`src/rtl/cpu65ex_pkg.sv`:
```
// Package for the 6502 execute unit: word types, operation codes, flag positions.
// Used by every file under rtl; depends on nothing.
package cpu65ex_pkg;

	typedef enum logic [5:0] {
		KIND_ADC = 6'd0,  KIND_AND = 6'd1,  KIND_ASL = 6'd2,  KIND_BCC = 6'd3,
		KIND_BCS = 6'd4,  KIND_BEQ = 6'd5,  KIND_BIT = 6'd6,  KIND_BMI = 6'd7,
		KIND_BNE = 6'd8,  KIND_BPL = 6'd9,  KIND_BVC = 6'd10, KIND_BVS = 6'd11,
		KIND_CLC = 6'd12, KIND_CLD = 6'd13, KIND_CLI = 6'd14, KIND_CLV = 6'd15,
		KIND_CMP = 6'd16, KIND_CPX = 6'd17, KIND_CPY = 6'd18, KIND_DEC = 6'd19,
		KIND_DEX = 6'd20, KIND_DEY = 6'd21, KIND_EOR = 6'd22, KIND_INC = 6'd23,
		KIND_INX = 6'd24, KIND_INY = 6'd25, KIND_JMP = 6'd26, KIND_LDA = 6'd27,
		KIND_LDX = 6'd28, KIND_LDY = 6'd29, KIND_LSR = 6'd30, KIND_NOP = 6'd31,
		KIND_ORA = 6'd32, KIND_SBC = 6'd33, KIND_SEC = 6'd34, KIND_SED = 6'd35,
		KIND_SEI = 6'd36, KIND_STA = 6'd37, KIND_STX = 6'd38, KIND_STY = 6'd39,
		KIND_TAX = 6'd40, KIND_TAY = 6'd41, KIND_TSX = 6'd42, KIND_TXA = 6'd43,
		KIND_TXS = 6'd44, KIND_TYA = 6'd45
	} kind_t;

	// status bit positions
	localparam int unsigned FLAG_C = 0;
	localparam int unsigned FLAG_Z = 1;
	localparam int unsigned FLAG_I = 2;
	localparam int unsigned FLAG_D = 3;
	localparam int unsigned FLAG_V = 6;
	localparam int unsigned FLAG_N = 7;

	// absolute,X NOPs that take the page-cross penalty
	localparam logic [7:0] NOP_ABSX_0 = 8'h1C;
	localparam logic [7:0] NOP_ABSX_1 = 8'h3C;
	localparam logic [7:0] NOP_ABSX_2 = 8'h5C;
	localparam logic [7:0] NOP_ABSX_3 = 8'h7C;
	localparam logic [7:0] NOP_ABSX_4 = 8'hDC;
	localparam logic [7:0] NOP_ABSX_5 = 8'hFC;

	typedef struct packed {
		logic [5:0]        kind;
		logic [7:0]        opcode;
		logic [7:0]        operand;
		logic [15:0]       address;
		logic signed [7:0] rel_offset;
		logic [15:0]       next_pc;
		logic              accumulator_mode;
	} in_word_t;

	typedef struct packed {
		logic [7:0]  a_out;
		logic [7:0]  x_out;
		logic [7:0]  y_out;
		logic [7:0]  sp_out;
		logic [7:0]  status_out;
		logic [15:0] pc_out;
		logic        mem_write;
		logic [15:0] mem_addr;
		logic [7:0]  mem_data;
		logic [1:0]  extra_cycles;
		logic        may_add_cycle;
	} out_word_t;

	// architectural register set
	typedef struct packed {
		logic [7:0] a;
		logic [7:0] x;
		logic [7:0] y;
		logic [7:0] sp;
		logic [7:0] p;
	} arch_t;

	// branch request to the target unit
	typedef struct packed {
		logic              taken;
		logic [15:0]       next_pc;
		logic signed [7:0] rel_offset;
	} br_req_t;

	typedef struct packed {
		logic [15:0] target;
		logic [1:0]  extra;
	} br_rsp_t;

endpackage

```
`src/rtl/cpu65ex_branch.sv`:
```
// Branch target adder and taken/page-cross cycle penalty.
// Depends on cpu65ex_pkg.
module cpu65ex_branch (
	input  cpu65ex_pkg::br_req_t req,
	output cpu65ex_pkg::br_rsp_t rsp
);

	logic [15:0] offset_ext;
	logic [15:0] target;

	assign offset_ext = {{8{req.rel_offset[7]}}, req.rel_offset};
	assign target     = req.next_pc + offset_ext;

	always_comb begin
		rsp.target = target;
		if (!req.taken) begin
			rsp.extra = 2'd0;
		end else if (target[15:8] != req.next_pc[15:8]) begin
			rsp.extra = 2'd2;
		end else begin
			rsp.extra = 2'd1;
		end
	end

endmodule

```
`src/rtl/cpu65ex_exec.sv`:
```
// Single-pass execute logic: ALU, flag update and result word for one instruction.
// Depends on cpu65ex_pkg and cpu65ex_branch.
module cpu65ex_exec (
	input  cpu65ex_pkg::in_word_t  ins,
	input  cpu65ex_pkg::arch_t     cur,
	output cpu65ex_pkg::arch_t     nxt,
	output cpu65ex_pkg::out_word_t res
);

	cpu65ex_pkg::br_req_t br_req;
	cpu65ex_pkg::br_rsp_t br_rsp;

	logic [7:0] m;
	logic [7:0] adc_m;
	logic [8:0] sum;
	logic [7:0] shift_src;
	logic [7:0] zn_val;
	logic       zn_upd;
	logic [7:0] cmp_reg;
	logic [8:0] cmp_diff;

	assign m         = ins.operand;
	assign adc_m     = (ins.kind == cpu65ex_pkg::KIND_SBC) ? ~m : m;
	assign sum       = {1'b0, cur.a} + {1'b0, adc_m} + {8'd0, cur.p[cpu65ex_pkg::FLAG_C]};
	assign shift_src = ins.accumulator_mode ? cur.a : m;

	always_comb begin
		case (ins.kind)
			cpu65ex_pkg::KIND_CPX: cmp_reg = cur.x;
			cpu65ex_pkg::KIND_CPY: cmp_reg = cur.y;
			default:               cmp_reg = cur.a;
		endcase
	end
	// bit 8 set means borrow, i.e. reg < operand
	assign cmp_diff = {1'b0, cmp_reg} - {1'b0, m};

	// branch condition, kept apart from the result logic that reads the target back
	always_comb begin
		br_req.next_pc    = ins.next_pc;
		br_req.rel_offset = ins.rel_offset;
		case (ins.kind)
			cpu65ex_pkg::KIND_BCC: br_req.taken = ~cur.p[cpu65ex_pkg::FLAG_C];
			cpu65ex_pkg::KIND_BCS: br_req.taken =  cur.p[cpu65ex_pkg::FLAG_C];
			cpu65ex_pkg::KIND_BEQ: br_req.taken =  cur.p[cpu65ex_pkg::FLAG_Z];
			cpu65ex_pkg::KIND_BNE: br_req.taken = ~cur.p[cpu65ex_pkg::FLAG_Z];
			cpu65ex_pkg::KIND_BMI: br_req.taken =  cur.p[cpu65ex_pkg::FLAG_N];
			cpu65ex_pkg::KIND_BPL: br_req.taken = ~cur.p[cpu65ex_pkg::FLAG_N];
			cpu65ex_pkg::KIND_BVS: br_req.taken =  cur.p[cpu65ex_pkg::FLAG_V];
			cpu65ex_pkg::KIND_BVC: br_req.taken = ~cur.p[cpu65ex_pkg::FLAG_V];
			default:               br_req.taken = 1'b0;
		endcase
	end

	cpu65ex_branch u_branch (
		.req (br_req),
		.rsp (br_rsp)
	);

	always_comb begin
		nxt                 = cur;
		zn_val              = 8'd0;
		zn_upd              = 1'b0;
		res.pc_out          = ins.next_pc;
		res.mem_write       = 1'b0;
		res.mem_data        = 8'd0;
		res.may_add_cycle   = 1'b0;

		case (ins.kind)
			cpu65ex_pkg::KIND_ADC, cpu65ex_pkg::KIND_SBC: begin
				nxt.a = sum[7:0];
				nxt.p[cpu65ex_pkg::FLAG_C] = sum[8];
				nxt.p[cpu65ex_pkg::FLAG_V] = ~(cur.a[7] ^ adc_m[7]) & (cur.a[7] ^ sum[7]);
				zn_val = sum[7:0];
				zn_upd = 1'b1;
				res.may_add_cycle = 1'b1;
			end
			cpu65ex_pkg::KIND_AND: begin
				nxt.a = cur.a & m; zn_val = cur.a & m; zn_upd = 1'b1;
				res.may_add_cycle = 1'b1;
			end
			cpu65ex_pkg::KIND_ORA: begin
				nxt.a = cur.a | m; zn_val = cur.a | m; zn_upd = 1'b1;
				res.may_add_cycle = 1'b1;
			end
			cpu65ex_pkg::KIND_EOR: begin
				nxt.a = cur.a ^ m; zn_val = cur.a ^ m; zn_upd = 1'b1;
				res.may_add_cycle = 1'b1;
			end
			cpu65ex_pkg::KIND_ASL, cpu65ex_pkg::KIND_LSR: begin
				if (ins.kind == cpu65ex_pkg::KIND_ASL) begin
					nxt.p[cpu65ex_pkg::FLAG_C] = shift_src[7];
					zn_val = {shift_src[6:0], 1'b0};
				end else begin
					nxt.p[cpu65ex_pkg::FLAG_C] = shift_src[0];
					zn_val = {1'b0, shift_src[7:1]};
				end
				zn_upd = 1'b1;
				if (ins.accumulator_mode) begin
					nxt.a = zn_val;
				end else begin
					res.mem_write = 1'b1;
					res.mem_data  = zn_val;
				end
			end
			cpu65ex_pkg::KIND_BIT: begin
				nxt.p[cpu65ex_pkg::FLAG_Z] = ((cur.a & m) == 8'd0);
				nxt.p[cpu65ex_pkg::FLAG_N] = m[7];
				nxt.p[cpu65ex_pkg::FLAG_V] = m[6];
			end
			cpu65ex_pkg::KIND_CLC: nxt.p[cpu65ex_pkg::FLAG_C] = 1'b0;
			cpu65ex_pkg::KIND_CLD: nxt.p[cpu65ex_pkg::FLAG_D] = 1'b0;
			cpu65ex_pkg::KIND_CLI: nxt.p[cpu65ex_pkg::FLAG_I] = 1'b0;
			cpu65ex_pkg::KIND_CLV: nxt.p[cpu65ex_pkg::FLAG_V] = 1'b0;
			cpu65ex_pkg::KIND_SEC: nxt.p[cpu65ex_pkg::FLAG_C] = 1'b1;
			cpu65ex_pkg::KIND_SED: nxt.p[cpu65ex_pkg::FLAG_D] = 1'b1;
			cpu65ex_pkg::KIND_SEI: nxt.p[cpu65ex_pkg::FLAG_I] = 1'b1;
			cpu65ex_pkg::KIND_CMP, cpu65ex_pkg::KIND_CPX, cpu65ex_pkg::KIND_CPY: begin
				nxt.p[cpu65ex_pkg::FLAG_C] = ~cmp_diff[8];
				zn_val = cmp_diff[7:0];
				zn_upd = 1'b1;
				res.may_add_cycle = 1'b1;
			end
			cpu65ex_pkg::KIND_DEC, cpu65ex_pkg::KIND_INC: begin
				zn_val = (ins.kind == cpu65ex_pkg::KIND_INC) ? m + 8'd1 : m - 8'd1;
				zn_upd = 1'b1;
				res.mem_write = 1'b1;
				res.mem_data  = zn_val;
			end
			cpu65ex_pkg::KIND_DEX: begin nxt.x = cur.x - 8'd1; zn_val = nxt.x; zn_upd = 1'b1; end
			cpu65ex_pkg::KIND_DEY: begin nxt.y = cur.y - 8'd1; zn_val = nxt.y; zn_upd = 1'b1; end
			cpu65ex_pkg::KIND_INX: begin nxt.x = cur.x + 8'd1; zn_val = nxt.x; zn_upd = 1'b1; end
			cpu65ex_pkg::KIND_INY: begin nxt.y = cur.y + 8'd1; zn_val = nxt.y; zn_upd = 1'b1; end
			cpu65ex_pkg::KIND_JMP: res.pc_out = ins.address;
			cpu65ex_pkg::KIND_LDA: begin
				nxt.a = m; zn_val = m; zn_upd = 1'b1; res.may_add_cycle = 1'b1;
			end
			cpu65ex_pkg::KIND_LDX: begin
				nxt.x = m; zn_val = m; zn_upd = 1'b1; res.may_add_cycle = 1'b1;
			end
			cpu65ex_pkg::KIND_LDY: begin
				nxt.y = m; zn_val = m; zn_upd = 1'b1; res.may_add_cycle = 1'b1;
			end
			cpu65ex_pkg::KIND_NOP: begin
				res.may_add_cycle = ins.opcode inside {cpu65ex_pkg::NOP_ABSX_0,
					cpu65ex_pkg::NOP_ABSX_1, cpu65ex_pkg::NOP_ABSX_2,
					cpu65ex_pkg::NOP_ABSX_3, cpu65ex_pkg::NOP_ABSX_4,
					cpu65ex_pkg::NOP_ABSX_5};
			end
			cpu65ex_pkg::KIND_STA: begin res.mem_write = 1'b1; res.mem_data = cur.a; end
			cpu65ex_pkg::KIND_STX: begin res.mem_write = 1'b1; res.mem_data = cur.x; end
			cpu65ex_pkg::KIND_STY: begin res.mem_write = 1'b1; res.mem_data = cur.y; end
			cpu65ex_pkg::KIND_TAX: begin nxt.x = cur.a;  zn_val = cur.a;  zn_upd = 1'b1; end
			cpu65ex_pkg::KIND_TAY: begin nxt.y = cur.a;  zn_val = cur.a;  zn_upd = 1'b1; end
			cpu65ex_pkg::KIND_TSX: begin nxt.x = cur.sp; zn_val = cur.sp; zn_upd = 1'b1; end
			cpu65ex_pkg::KIND_TXA: begin nxt.a = cur.x;  zn_val = cur.x;  zn_upd = 1'b1; end
			cpu65ex_pkg::KIND_TYA: begin nxt.a = cur.y;  zn_val = cur.y;  zn_upd = 1'b1; end
			cpu65ex_pkg::KIND_TXS: nxt.sp = cur.x;
			default: ;
		endcase

		if (zn_upd) begin
			nxt.p[cpu65ex_pkg::FLAG_Z] = (zn_val == 8'd0);
			nxt.p[cpu65ex_pkg::FLAG_N] = zn_val[7];
		end
		if (br_req.taken) begin
			res.pc_out = br_rsp.target;
		end

		res.a_out        = nxt.a;
		res.x_out        = nxt.x;
		res.y_out        = nxt.y;
		res.sp_out       = nxt.sp;
		res.status_out   = nxt.p;
		res.mem_addr     = res.mem_write ? ins.address : 16'd0;
		res.extra_cycles = br_rsp.extra;
	end

endmodule

```
`src/rtl/cpu6502_instruction_execute.sv`:
```
// Top level of the 6502 execute unit: input register, execute logic, result register
// and the architectural registers A, X, Y, SP, P. Depends on cpu65ex_pkg, cpu65ex_exec.
// Pipeline: two register stages, input register (stage 1) and result register (stage 2)
// driving out_data. Throughput: one word per cycle unless out_stall holds the result; the
// input register feeds one combinational execute pass that updates A/X/Y/SP/P and loads
// the result register in the same edge.
// Reset: arst_n clears A/X/Y/SP/P and both valid bits at once; data registers are not reset.
module cpu6502_instruction_execute (
	input  logic                   clk,
	input  logic                   arst_n,
	input  logic                   in_valid,
	output logic                   in_stall,
	input  cpu65ex_pkg::in_word_t  in_data,
	output logic                   out_valid,
	input  logic                   out_stall,
	output cpu65ex_pkg::out_word_t out_data
);

	// stage 1: captured input word
	logic                   valid_s1;
	cpu65ex_pkg::in_word_t  word_s1;

	// architectural state
	cpu65ex_pkg::arch_t     arch_q;
	cpu65ex_pkg::arch_t     arch_nxt;

	// stage 2: result register
	logic                   valid_s2;
	cpu65ex_pkg::out_word_t word_s2;
	cpu65ex_pkg::out_word_t res;

	logic                   advance;

	// A word in stage 1 retires when the result register is empty or being drained.
	// The register state is only written at retirement, so each word sees the state
	// left by the one before it, even back to back.
	assign advance  = valid_s1 & (~valid_s2 | ~out_stall);
	assign in_stall = valid_s1 & ~advance;

	cpu65ex_exec u_exec (
		.ins (word_s1),
		.cur (arch_q),
		.nxt (arch_nxt),
		.res (res)
	);

	always_ff @(posedge clk or negedge arst_n) begin
		if (!arst_n) begin
			valid_s1 <= 1'b0;
		end else if (!in_stall) begin
			valid_s1 <= in_valid;
		end
	end

	always_ff @(posedge clk) begin
		if (in_valid && !in_stall) begin
			word_s1 <= in_data;
		end
	end

	always_ff @(posedge clk or negedge arst_n) begin
		if (!arst_n) begin
			arch_q <= '0;
		end else if (advance) begin
			arch_q <= arch_nxt;
		end
	end

	always_ff @(posedge clk or negedge arst_n) begin
		if (!arst_n) begin
			valid_s2 <= 1'b0;
		end else if (advance) begin
			valid_s2 <= 1'b1;
		end else if (!out_stall) begin
			valid_s2 <= 1'b0;
		end
	end

	always_ff @(posedge clk) begin
		if (advance) begin
			word_s2 <= res;
		end
	end

	assign out_valid = valid_s2;
	assign out_data  = word_s2;

	// A reported word with no write carries a zero address and data.
	a_no_write_zero: assert property (@(posedge clk) disable iff (!arst_n)
		(valid_s2 && !word_s2.mem_write) |-> (word_s2.mem_addr == 16'd0 &&
		word_s2.mem_data == 8'd0))
		else $error("write fields nonzero without a write");

	// The branch penalty field extra_cycles never holds the value 3.
	a_extra_range: assert property (@(posedge clk) disable iff (!arst_n)
		valid_s2 |-> (word_s2.extra_cycles != 2'd3))
		else $error("extra_cycles out of range");

	// Status bits 4 and 5 are never touched.
	a_flags_unused: assert property (@(posedge clk) disable iff (!arst_n)
		arch_q.p[5:4] == 2'b00)
		else $error("unused status bits set");

	// Registers change only when a word retires.
	a_state_hold: assert property (@(posedge clk) disable iff (!arst_n)
		!$past(advance) |-> $stable(arch_q))
		else $error("register state changed without a retiring word");

endmodule

```
`config.mk`:
```
export PLATFORM = sky130hd
export DESIGN_NAME = cpu6502_instruction_execute
export DESIGN_NICKNAME = d
export VERILOG_FILES = /design/src/rtl/cpu65ex_pkg.sv /design/src/rtl/cpu65ex_branch.sv /design/src/rtl/cpu65ex_exec.sv /design/src/rtl/cpu6502_instruction_execute.sv
export SDC_FILE = /design/constraint.sdc
export NUM_CORES = 1
export LEC_CHECK = 0
export CELL_PAD_IN_SITES_DETAIL_PLACEMENT = 2
export CELL_PAD_IN_SITES_GLOBAL_PLACEMENT = 2
export CORE_MARGIN = 8
export CORE_UTILIZATION = 35
export CTS_BUF_LIST = sky130_fd_sc_hd__clkbuf_8
export CTS_CLUSTER_DIAMETER = 40
export DETAILED_ROUTE_END_ITERATION = 12
export DONT_BUFFER_PORTS = 1
export PLACE_DENSITY = 0.69
export SLEW_MARGIN = 20
export SYNTH_ARGS = -nofsm -noshare
export SYNTH_HDL_FRONTEND = slang
export SYNTH_SLANG_ARGS = --single-unit
```
`constraint.sdc`:
```
create_clock -name clk -period 8.7 [get_ports clk]
set_input_delay 0.87 -clock clk [delete_from_list [all_inputs] [get_ports clk]]
set_output_delay 0.87 -clock clk [all_outputs]
set_load 0.02 [all_outputs]
```
==> metrics.txt, run 1 <==
RSZ-0062 raised after global routing no; Initial Util a little over a third; dpl hpwl 30,800 µm; P_sw 1.26 mW; R2R Path End arch_q[1]$_DFFE_PN0P_; Mapped Cells 1,164; Max H-tree Level 4; global-route wire length before repair 64,800 µm; Hold Path Class primary input to async pin; Final Max Slew Viols 0; Chip Width 198 µm; Data arrival, critical path between 6 and 7 ns; RR Startpoint word_s1[60]$_DFFE_PP_; Worst Path Required 9.17 ns; Area growth, synth to finish 6.98%; total core area 0.0331 mm²; row cnt 67; GPL Wtd Cong 0.898; Die Ht 198 µm; Routed Antenna Nets 0; Total GRT Usage around 22%; setup TNS 0 ns; PostCTS Resize Cnt 0; Power Total 2.97 mW; final-stage net count 1,256; die area 0.0394 mm²; Int Power 1.71 mW; peak supply drop 144 µV; I/O Buffers 0; vias in the first global route 10,300; register area share after synthesis between 40% and 50%; fraction of layout cells with a size suffix above 1 roughly 8%; drt wl/cell roughly 27 µm; synthesized area per cell between 10 and 15 µm²; Max-Cap Viols 0; worst reg2reg setup slack around 3 ns; Period minus WS final 5.75 ns; Max clock buf depth 2; Final Setup Violations 0; routed wire length 42,500 µm; CTS tree yes; Syn. warnings 0; Yosys reg bits 184; Initial DRC Count 616; worst relative slew slack approximately 32%; Synth Cell Area 0.0116 mm²; final worst setup slack 2.95 ns; Main synth FF type edfxtp_1; clk_lat worst skew roughly 0.54 ns; Post-Place Setup Slack 2.93 ns; cts hold-fix bufs 2; top post-synthesis cells by area edfxtp_1 37%, dfrtp_1 8.6%, ha_1 6.1%; cell taking the most area after synthesis edfxtp_1; Root Buffer clkbuf_8; CP startpoint word_s1[60]$_DFFE_PP_; largest net degree at the start of global routing 71; clock power share between 20% and 30%; vias per cell 5.97; library cells used by synthesis 84; I/O pin count 153; Hold Violations, Final 0; Clock Sinks 184; status complete, no violations; vias about 9,500; Crit Path Category flop to flop; Logic pwr share 31.1%; fin cells around 1,600; number of antenna violations at the first check in global routing 7; Async SR Flop Fraction 21.7%; part of the cycle the worst path needs 66.1%; Cell Count Post-Placement 1,554; top cell type's share of synthesized area between 30% and 40%; Pre-Repair DR Iteration Count 6; LEAKAGE 4.69 nW; CP endpoint kind flop; Max Clk Rate 174 MHz; CTS clk-pin slew, worst paths 0.13 ns; total grt overflow 0; DR DRC count 0; Post-synth EDFFs 144; depth of the most critical reg-to-reg path 15; Pwr Density 238 mW/mm²; Switching Share 42.4%; Slew @ Worst Pin between 1 and 1.5 ns; Flop pwr share 48.8%; critical path peak fanout 25; clock skew 0.0285 ns; Post-CTS Setup Inserts 0; cts bufs inserted 17; Worst setup SP type flop
## cells by family after synthesis
| group | synth area share (%) |
|---|---|
| flops | 45.7 |
| simple gates | 16.1 |
| fa+ha+maj | 6.98 |
| compound gates | 19.4 |
| mux | 3.99 |
| xor+xnor | 3.77 |
| other cells | 0.0322 |
| buf+inv | 4.01 |
## flip-flops by register name, indices dropped and copies added (netlist names)
name,count
out_valid,1
arch_q,38
valid_s1,1
out_data,82
word_s1,62
## metal layers
layer  wire [µm]  GRT usage [%]  vias to the layer above
met4        1010           7.38                        8
met2       21600           38.2                      252
met1       17800           26.2                     4905
met3        2080           5.06                       60
li1            -              -                     4275
met5          52              0                        -
## how the worst max path moves through the flow
| stage | end | slack (ns) | cells past startpoint |
|---|---|---|---|
| 3_5_place_dp | arch_q[1]$_DFFE_PN0P_ | 2.93 | 15 |
| 6_report | arch_q[1]$_DFFE_PN0P_ | 2.95 | 15 |
| 2_1_floorplan | out_data[0]$_DFFE_PP_ | 4.20 | 5 |
| 4_1_cts | arch_q[1]$_DFFE_PN0P_ | 2.91 | 15 |
| 3_3_place_gp | arch_q[1]$_DFFE_PN0P_ | 3.04 | 15 |
| 5_1_grt | arch_q[1]$_DFFE_PN0P_ | 2.76 | 15 |
## worst max-delay path: stages (launching register included)
cell       delay (ns)
edfxtp_1         0.75
nor2_1           0.47
nand2_1          0.51
o21ai_0          0.29
o21ai_0          0.11
o22ai_1          0.14
a21oi_1          0.10
fa_1             0.50
nor2b_1          0.24
o31ai_1          0.09
a2111oi_0        0.80
nand4_1          0.16
a2111oi_0        0.80
and4_1           0.33
a41o_1           0.23
mux2_1           0.17
## layout make-up
class                   instances  area [µm²]
diodes                          2        5.00
clock buffers                  17         234
clock inverters                15         158
fillers                      3542       20700
inverters                      36         140
multi-input cells             869        5870
flip-flops and latches        184        5330
well taps                     448         561
repair buffers                 19         165
## power groups by stage
stage / clock network [mW] / registers, mW / logic (mW)
floorplan: 0 / 1.28 / 0.752
CTS: 0.618 / 1.45 / 0.927
global placement: 0 / 1.47 / 0.877
detailed placement: 0 / 1.47 / 0.913
finish: 0.597 / 1.45 / 0.924
global route: 0.642 / 1.47 / 1.03
## synthesized netlist by cell type, drive strengths merged (5+ instances only)
master and n:
clkbuf 57, nand3 18, nand2 137, mux2 21, mux2i 16, a221o 10
a31oi 10, xnor2 30, a211o 8, ha 57, a21o 10, fa 5
xor2 15, o21a 12, inv 35, o22ai 13, o31ai 8, nor2 86
a211oi 6, dfrtp 40, a22o 10, buf 19, edfxtp 144, nor3 32
nand2b 14, a21oi 76, nor4 5, a222oi 14, nor2b 33, or3 13
and3 6, a221oi 7, o221ai 13, nor3b 6, o211ai 9, a22oi 13
o21ai 83
## metrics by stage
stage / hold slack (ns) / cell area, µm² / utilization (%)
2_1_floorplan: 0.457 / 11600 / -
3_3_place_gp: 0.476 / 12000 / 36.3
3_5_place_dp: 0.498 / 12000 / 36.3
4_1_cts: 0.125 / 12400 / 37.6
5_1_grt: 0.146 / 12500 / 37.6
6_report: 0.153 / 12500 / 37.6
## placed cells by master, fill, tap and decap left out, types with 14 or more instances in the layout
master    count
xor2_1       15
nor3_1       25
nand2_1     136
o21ai_0      80
mux2i_1      16
inv_1        35
mux2_2       20
buf_4        17
nand3_1      18
ha_1         57
edfxtp_1    144
dfrtp_1      40
xnor2_1      30
a21oi_1      76
nor2_1       85
clkbuf_8     17
a222oi_1     14
nor2b_1      33
Power figures use the tool's default switching activity.
==> run 2: changes to the inputs <==
--- a/config.mk
+++ b/config.mk
@@ -5,6 +5,7 @@
 export SDC_FILE = /design/constraint.sdc
 export NUM_CORES = 1
 export LEC_CHECK = 0
+export ABC_AREA = 1
 export CELL_PAD_IN_SITES_DETAIL_PLACEMENT = 2
 export CELL_PAD_IN_SITES_GLOBAL_PLACEMENT = 2
 export CORE_MARGIN = 8
@@ -13,7 +14,7 @@
 export CTS_CLUSTER_DIAMETER = 40
 export DETAILED_ROUTE_END_ITERATION = 12
 export DONT_BUFFER_PORTS = 1
-export PLACE_DENSITY = 0.69
+export PLACE_DENSITY = 0.77
 export SLEW_MARGIN = 20
 export SYNTH_ARGS = -nofsm -noshare
 export SYNTH_HDL_FRONTEND = slang
==> constraint.sdc (replaced) <==
create_clock -name clk -period 5.1 [get_ports clk]
set_input_delay 0.51 -clock clk [delete_from_list [all_inputs] [get_ports clk]]
set_output_delay 0.51 -clock clk [all_outputs]
set_load 0.02 [all_outputs]
==> metrics.txt, run 2 <==
RSZ-0062 raised after global routing no (unchanged); post-synthesis mux area share 0% (was 3.99%); largest net degree at the start of global routing 144 (was 71); fin cells 1,945 (was 1,590); final-stage net count 1,610 (was 1,256); combinational family with the most area after synthesis simple AND/OR/NAND/NOR gates (was compound AO/OA/AOI/OAI gates); Crit Path Category flop to flop (unchanged); cell taking the most area after synthesis edfxtp_1 (unchanged); I/O pin count 153 (unchanged); Post-Synth XOR/XNOR Area 2.45% (was 3.77%); Syn. warnings 0 (unchanged); Synth Area in Compound Gates 11.2% (was 19.4%); total grt overflow 0 (unchanged); Worst setup SP type flop (unchanged); Simple-Gate Fraction of Synth Area 27.4% (was 16.1%); CP endpoint kind flop (unchanged); max FFs per register 82 (unchanged); Post-CTS Setup Inserts 0 (unchanged); Period minus WS final 4.32 ns (was 5.75 ns); Total GRT Usage 24.9% (was 21.9%); Worst Path Required 5.57 ns (was 9.17 ns); Routed Antenna Nets 0 (unchanged); routed wire length 51,100 µm (was 42,500 µm); die area 0.0402 mm² (was 0.0394 mm²); dpl hpwl 39,300 µm (was 30,800 µm); vias per cell 5.68 (was 5.97); worst reg2reg setup slack 0.78 ns (was 2.95 ns); Worst path max stage delay 0.57 ns (was 0.80 ns); Initial Util 35.6% (was 35.2%); most frequent CP cell nand2_1; Final Max Slew Viols 0 (unchanged); library cells used by synthesis 55 (was 84); part of the cycle the worst path needs 84.7% (was 66.1%); Max-Cap Viols 0 (unchanged); Hold Path Class primary input to flop (was primary input to async pin); CP endpoint arch_q[1]$_DFFE_PN0P_ (unchanged); Bufs and invs on worst path 3 (was 0); depth of the most critical reg-to-reg path 24 (was 15); global-route wire length before repair 76,100 µm (was 64,800 µm); register area share after synthesis 44.7% (was 45.7%); CTS clk-pin slew, worst paths 0.12 ns (was 0.13 ns); Synth Cell Area 0.0119 mm² (was 0.0116 mm²); top cell type's share of synthesized area 36.3% (was 37.1%); Util after Layout 38.3% (was 37.6%); Hold Violations, Final 0 (unchanged); Yosys reg bits 184 (unchanged); vias 11,000 (was 9,500); Crit path max-delay family simple AND/OR/NAND/NOR gates (was compound AO/OA/AOI/OAI gates); total core area 0.0335 mm² (was 0.0331 mm²); CTS tree yes (unchanged); Data arrival, critical path 4.79 ns (was 6.22 ns); I/O Buffers 0 (unchanged); Die Ht 201 µm (was 198 µm); Pwr Density 444 mW/mm² (was 238 mW/mm²); R2R Path End arch_q[1]$_DFFE_PN0P_ (unchanged); crit-path cells nor2_1 -> buf_4 -> nand3_1 -> nor2_1 -> o22ai_1 -> a21oi_1 -> ha_1 -> inv_1 -> fa_1 -> inv_1 -> nand2_1 -> nand4_1 -> nand2_1 -> nor2_1 -> nand2_1 -> nor2_1 -> nand2_1 -> nor2_1 -> nand3_1 -> nor2_1 -> nand3_1 -> nand2_1 -> nand2_1 -> nand2_1 (was nor2_1 -> nand2_1 -> o21ai_0 -> o21ai_0 -> o22ai_1 -> a21oi_1 -> fa_1 -> nor2b_1 -> o31ai_1 -> a2111oi_0 -> nand4_1 -> a2111oi_0 -> and4_1 -> a41o_1 -> mux2_1); number of antenna violations at the first check in global routing 1 (was 7); Root Buffer clkbuf_8 (unchanged); status complete, no violations (unchanged); Async SR Flop Fraction 21.7% (unchanged); CP startpoint word_s1[59]$_DFFE_PP_ (was word_s1[60]$_DFFE_PP_); row cnt 67 (unchanged); critical path peak fanout 11 (was 25); Mapped Cells 1,488 (was 1,164); worst relative slew slack 34.9% (was 32.4%); Clock Sinks 184 (unchanged); Slew @ Worst Pin 0.975 ns (was 1.01 ns); cts bufs inserted 17 (unchanged); CP max stage cell nor2_1 (was a2111oi_0); commonest non-fill, non-tap cell in the layout nand2_1 (was edfxtp_1); count leader, synth nand2_1 (was edfxtp_1); WHS 0.0585 ns (was 0.153 ns); Chip Width 201 µm (was 198 µm); Area growth, synth to finish 7.60% (was 6.98%); Pre-Repair DR Iteration Count 5 (was 6); Max clock buf depth 2 (unchanged); DR DRC count 0 (unchanged); commonest cells after routing, fill and taps aside 401 x nand2_1, 173 x inv_1, 144 x nor2_1, 144 x edfxtp_1, 125 x nand3_1 (was 144 x edfxtp_1, 136 x nand2_1, 85 x nor2_1); area share of fa/ha/maj cells after synthesis 6.82% (was 6.98%); peak supply drop 244 µV (was 144 µV); Initial DRC Count 948 (was 616); LEAKAGE 5.80 nW (was 4.69 nW); vias in the first global route 11,600 (was 10,300); RR Startpoint word_s1[59]$_DFFE_PP_ (was word_s1[60]$_DFFE_PP_); setup TNS 0 ns (unchanged); synthesized area per cell 8.01 µm² (was 10.0 µm²); clk_lat worst skew 0.54 ns (about the same); clock skew 0.0253 ns (was 0.0285 ns); fraction of layout cells with a size suffix above 1 6.02% (was 8.16%); drt wl/cell 26.3 µm (was 26.7 µm); Post-synth EDFFs 144 (unchanged); Final Setup Violations 0 (unchanged); Cell Count Post-Placement 1,908 (was 1,554); top post-synthesis cells by area edfxtp_1 36%, nand2_1 13%, dfrtp_1 8.4% (was edfxtp_1 37%, dfrtp_1 8.6%, ha_1 6.1%); Crit path depth 24 (was 15); Synth top cells by count 401 x nand2_1, 173 x inv_1, 145 x nor2_1 (was 144 x edfxtp_1, 136 x nand2_1, 86 x nor2_1); GPL Wtd Cong 0.940 (was 0.898); Max Clk Rate 231 MHz (was 174 MHz); Main synth FF type edfxtp_1 (unchanged); Max H-tree Level 4 (unchanged)
==> run 2: how the worst min path moves through the flow <==
stage                start                    end  slack (ns)  cells past startpoint
2_1_floorplan       arst_n  arch_q[0]$_DFFE_PN0P_        0.21                      0
3_3_place_gp        arst_n   valid_s1$_DFFE_PN0N_        0.22                      0
3_5_place_dp        arst_n   valid_s1$_DFFE_PN0N_        0.22                      0
4_1_cts        in_data[11]  word_s1[11]$_DFFE_PP_        0.02                      0
5_1_grt         in_data[3]   word_s1[3]$_DFFE_PP_        0.03                      0
6_report        in_data[7]   word_s1[7]$_DFFE_PP_        0.06                      0
==> run 2: timing repair <==
item,in CTS,in global routing
hold buffers,2,0
resized for setup,0,0
endpoints found under the hold margin,40,0
==> run 2: power by group <==
part	leakage, nW	internal (mW)	switching (mW)
Combinational	3.67	0.618	1.47
Clock	0.206	0.405	0.636
Sequential	1.92	1.98	0.596
Total	5.80	3.00	2.70
==> run 2: layer usage <==
| layer | GRT usage (%) | share of wire (%) |
|---|---|---|
| met4 | 8.96 | 3.3 |
| met2 | 40.9 | 47 |
| met3 | 4.53 | 5.7 |
| met5 | 0 | 0 |
| met1 | 32.6 | 44 |
==> run 2: kinds of logic after synthesis <==
kind of cell               after synthesis
and+or+nand+nor                        757
AOI/OAI and AO/OA                      228
buffers and inverters                  226
DFF                                    184
adders and majority gates               62
xor gates and xnor gates                30
other                                    1
==> run 2: stage by stage <==
stage               power, mW  setup WS (ns)  area (µm²)
floorplan                3.73           1.69       11900
global placement         4.49           1.12       12400
detailed placement       4.63          0.947       12400
CTS                      5.70          0.884       12800
global route             6.02          0.349       12800
finish                   5.70          0.779       12800
==> run 2: final cells by class <==
type / instances / area (µm²)
Fill cell: 3908 / 20700
Multi-Input combinational cell: 1079 / 5720
Sequential cell: 184 / 5330
Inverter: 187 / 702
Tap cell: 448 / 561
Clock buffer: 17 / 234
Clock inverter: 15 / 156
Timing Repair Buffer: 12 / 125
Antenna cell: 3 / 7.51
==> run 2: worst register-to-register path, delay by kind of cell, from the launching register on <==
kind                     cells  cell delay, ns
AO/OA/AOI/OAI                2            0.45
flip-flops                   1            0.47
AND/OR/NAND/NOR             17            2.37
adder cells (fa/ha/maj)      2            0.65
buffers and inverters        3            0.33
==> run 3: changes to the inputs <==
--- a/config.mk
+++ b/config.mk
@@ -5,7 +5,7 @@
 export SDC_FILE = /design/constraint.sdc
 export NUM_CORES = 1
 export LEC_CHECK = 0
-export ABC_AREA = 1
+export ABC_AREA = 0
 export CELL_PAD_IN_SITES_DETAIL_PLACEMENT = 2
 export CELL_PAD_IN_SITES_GLOBAL_PLACEMENT = 2
 export CORE_MARGIN = 8
@@ -14,7 +14,7 @@
 export CTS_CLUSTER_DIAMETER = 40
 export DETAILED_ROUTE_END_ITERATION = 12
 export DONT_BUFFER_PORTS = 1
-export PLACE_DENSITY = 0.77
+export PLACE_DENSITY = 0.69
 export SLEW_MARGIN = 20
 export SYNTH_ARGS = -nofsm -noshare
 export SYNTH_HDL_FRONTEND = slang
==> constraint.sdc (replaced) <==
create_clock -name clk -period 4.2 [get_ports clk]
set_input_delay 0.42 -clock clk [delete_from_list [all_inputs] [get_ports clk]]
set_output_delay 0.42 -clock clk [all_outputs]
set_load 0.02 [all_outputs]
==> metrics.txt, run 3 (synthesized netlist as in run 1, its figures left out) <==
status complete, no violations (unchanged); Slew @ Worst Pin 1.04 ns (was 0.975 ns); die area 0.0394 mm² (was 0.0402 mm²); Initial DRC Count 788 (was 948); total grt overflow 0 (unchanged); largest net degree at the start of global routing 56 (was 144); LEAKAGE 5.28 nW (was 5.80 nW); depth of the most critical reg-to-reg path 15 (was 24); dpl hpwl 33,800 µm (was 39,300 µm); GPL Wtd Cong 0.909 (was 0.940); Total GRT Usage 23.1% (was 24.9%); total core area 0.0331 mm² (was 0.0335 mm²); Max clock buf depth 2 (unchanged); clock skew 0.0193 ns (was 0.0253 ns); final-stage net count 1,386 (was 1,610); number of antenna violations at the first check in global routing 1 (unchanged); crit-path cells buf_4 -> nor4b_4 -> nand2_2 -> xnor2_1 -> fa_1 -> fa_2 -> xnor2_1 -> a222oi_1 -> nand2_1 -> nand4b_1 -> a2111oi_2 -> buf_4 -> and4_1 -> a41o_1 -> mux2_1 (was nor2_1 -> buf_4 -> nand3_1 -> nor2_1 -> o22ai_1 -> a21oi_1 -> ha_1 -> inv_1 -> fa_1 -> inv_1 -> nand2_1 -> nand4_1 -> nand2_1 -> nor2_1 -> nand2_1 -> nor2_1 -> nand2_1 -> nor2_1 -> nand3_1 -> nor2_1 -> nand3_1 -> nand2_1 -> nand2_1 -> nand2_1); Max-Cap Viols 0 (unchanged); CTS clk-pin slew, worst paths 0.11 ns (was 0.12 ns); max FFs per register 82 (unchanged); Root Buffer clkbuf_8 (unchanged); Hold Violations, Final 0 (unchanged); Worst path max stage delay 0.48 ns (was 0.57 ns); Hold Crit Endpoint out_valid$_DFFE_PN0P_ (was word_s1[7]$_DFFE_PP_); worst reg2reg setup slack 0.17 ns (was 0.78 ns); cts bufs inserted 17 (unchanged); Data arrival, critical path 4.48 ns (was 4.79 ns); vias in the first global route 10,800 (was 11,600); part of the cycle the worst path needs 95.9% (was 84.7%); Max Clk Rate 248 MHz (was 231 MHz); CP endpoint kind flop (unchanged); CTS tree yes (unchanged); I/O Buffers 0 (unchanged); Worst Path Required 4.65 ns (was 5.57 ns); I/O pin count 153 (unchanged); Routed Antenna Nets 0 (unchanged); R2R Path End arch_q[1]$_DFFE_PN0P_ (unchanged); worst relative slew slack 30.5% (was 34.9%); Period minus WS final 4.03 ns (was 4.32 ns); Area growth, synth to finish 17.1% (was 7.60%); CP max stage cell edfxtp_1 (was nor2_1); critical path peak fanout 5 (was 11); Worst setup SP type flop (unchanged); Die Ht 198 µm (was 201 µm); Max H-tree Level 4 (unchanged); clk_lat worst skew 0.51 ns (was 0.54 ns); Worst Hold Depth 2 (was 0); Chip Width 198 µm (was 201 µm); WHS 0.0756 ns (was 0.0585 ns); commonest non-fill, non-tap cell in the layout edfxtp_1 (was nand2_1); routed wire length 44,900 µm (was 51,100 µm); peak supply drop 240 µV (was 244 µV); fraction of layout cells with a size suffix above 1 13.5% (was 6.02%); Final Setup Violations 0 (unchanged); Pwr Density 471 mW/mm² (was 444 mW/mm²); Pre-Repair DR Iteration Count 6 (was 5); Util after Layout 41.2% (was 38.3%); Clock Sinks 184 (unchanged); vias 10,000 (was 11,000); RR Startpoint word_s1[61]$_DFFE_PP_ (was word_s1[59]$_DFFE_PP_); Crit Path Category flop to flop (unchanged); drt wl/cell 26.1 µm (was 26.3 µm); global-route wire length before repair 68,500 µm (was 76,100 µm); commonest cells after routing, fill and taps aside 144 x edfxtp_1, 134 x nand2_1, 84 x nor2_1 (was 401 x nand2_1, 173 x inv_1, 144 x nor2_1, 144 x edfxtp_1, 125 x nand3_1); vias per cell 5.82 (was 5.68); Initial Util 35.2% (was 35.6%); Final Max Slew Viols 0 (unchanged); min-delay src out_stall (was in_data[7]); row cnt 67 (unchanged); Hold Path Class primary input to flop (unchanged); DR DRC count 0 (unchanged)
-- run 3: final cells by class --
type,count,area [µm²]
fillers,3509,19500
multi-input cells,869,5930
flip-flops and latches,184,5330
repair buffers,149,1310
well taps,448,561
clock buffers,17,234
inverters,36,140
clock inverters,15,129
diodes,1,2.50
-- run 3: stage by stage --
stage	cell area (µm²)	worst slack (ns)	instances	total power [mW]	setup TNS [ns]
floorplan	11600	0.0896	1165	4.21	0
finish	13600	0.170	1719	6.42	0
CTS	13600	0.00910	1716	6.43	0
global route	13600	-0.00767	1719	6.77	-0.0122
detailed placement	12500	-0.00772	1619	5.16	-0.00772
global placement	12500	0.114	1619	5.07	0
-- run 3: routing by layer --
metal,GRT usage [%],wire [µm],part of all wire (%),up-vias
li1,-,-,-,4545
met1,27.0,18300,41,5099
met2,40.9,22900,51,302
met3,5.33,2490,5.5,56
met4,8.48,1270,2.8,0
met5,0,0,0,-
-- run 3: how the worst max path moves through the flow --
stage                                startpoint                    end  depth (start not counted)
after floorplan           out_valid$_DFFE_PN0P_  out_data[0]$_DFFE_PP_                          5
after global placement    word_s1[62]$_DFFE_PP_  arch_q[1]$_DFFE_PN0P_                         16
after detailed placement  word_s1[62]$_DFFE_PP_  arch_q[1]$_DFFE_PN0P_                         15
after CTS                 word_s1[62]$_DFFE_PP_  arch_q[1]$_DFFE_PN0P_                         19
after global routing      word_s1[61]$_DFFE_PP_  arch_q[1]$_DFFE_PN0P_                         15
final                     word_s1[61]$_DFFE_PP_  arch_q[1]$_DFFE_PN0P_                         15
-- run 3: critical path, delay by kind of cell, from the launching register on --
kind | cells | cell delay, ns
multiplexers | 1 | 0.15
AND/OR/NAND/NOR | 5 | 0.97
AO/OA/AOI/OAI | 3 | 0.90
buffers and inverters | 2 | 0.36
XOR/XNOR | 2 | 0.31
flip-flops | 1 | 0.48
adder cells (fa/ha/maj) | 2 | 0.81
-- run 3: report_power, final --
group,switching [mW],internal [mW]
sequential,0.449,2.33
combinational,1.49,0.972
clock,0.745,0.432
total,2.68,3.73
-- run 3: repair_timing --
| action | CTS | global route |
|---|---|---|
| pin swaps | 0 | 3 |
| gates resized for setup | 4 | 16 |
| hold buffers | 65 | 0 |
| setup buffers | 0 | 2 |
| setup endpoints to repair | 4 | 5 |
| hold endpoints to repair | 103 | 0 |
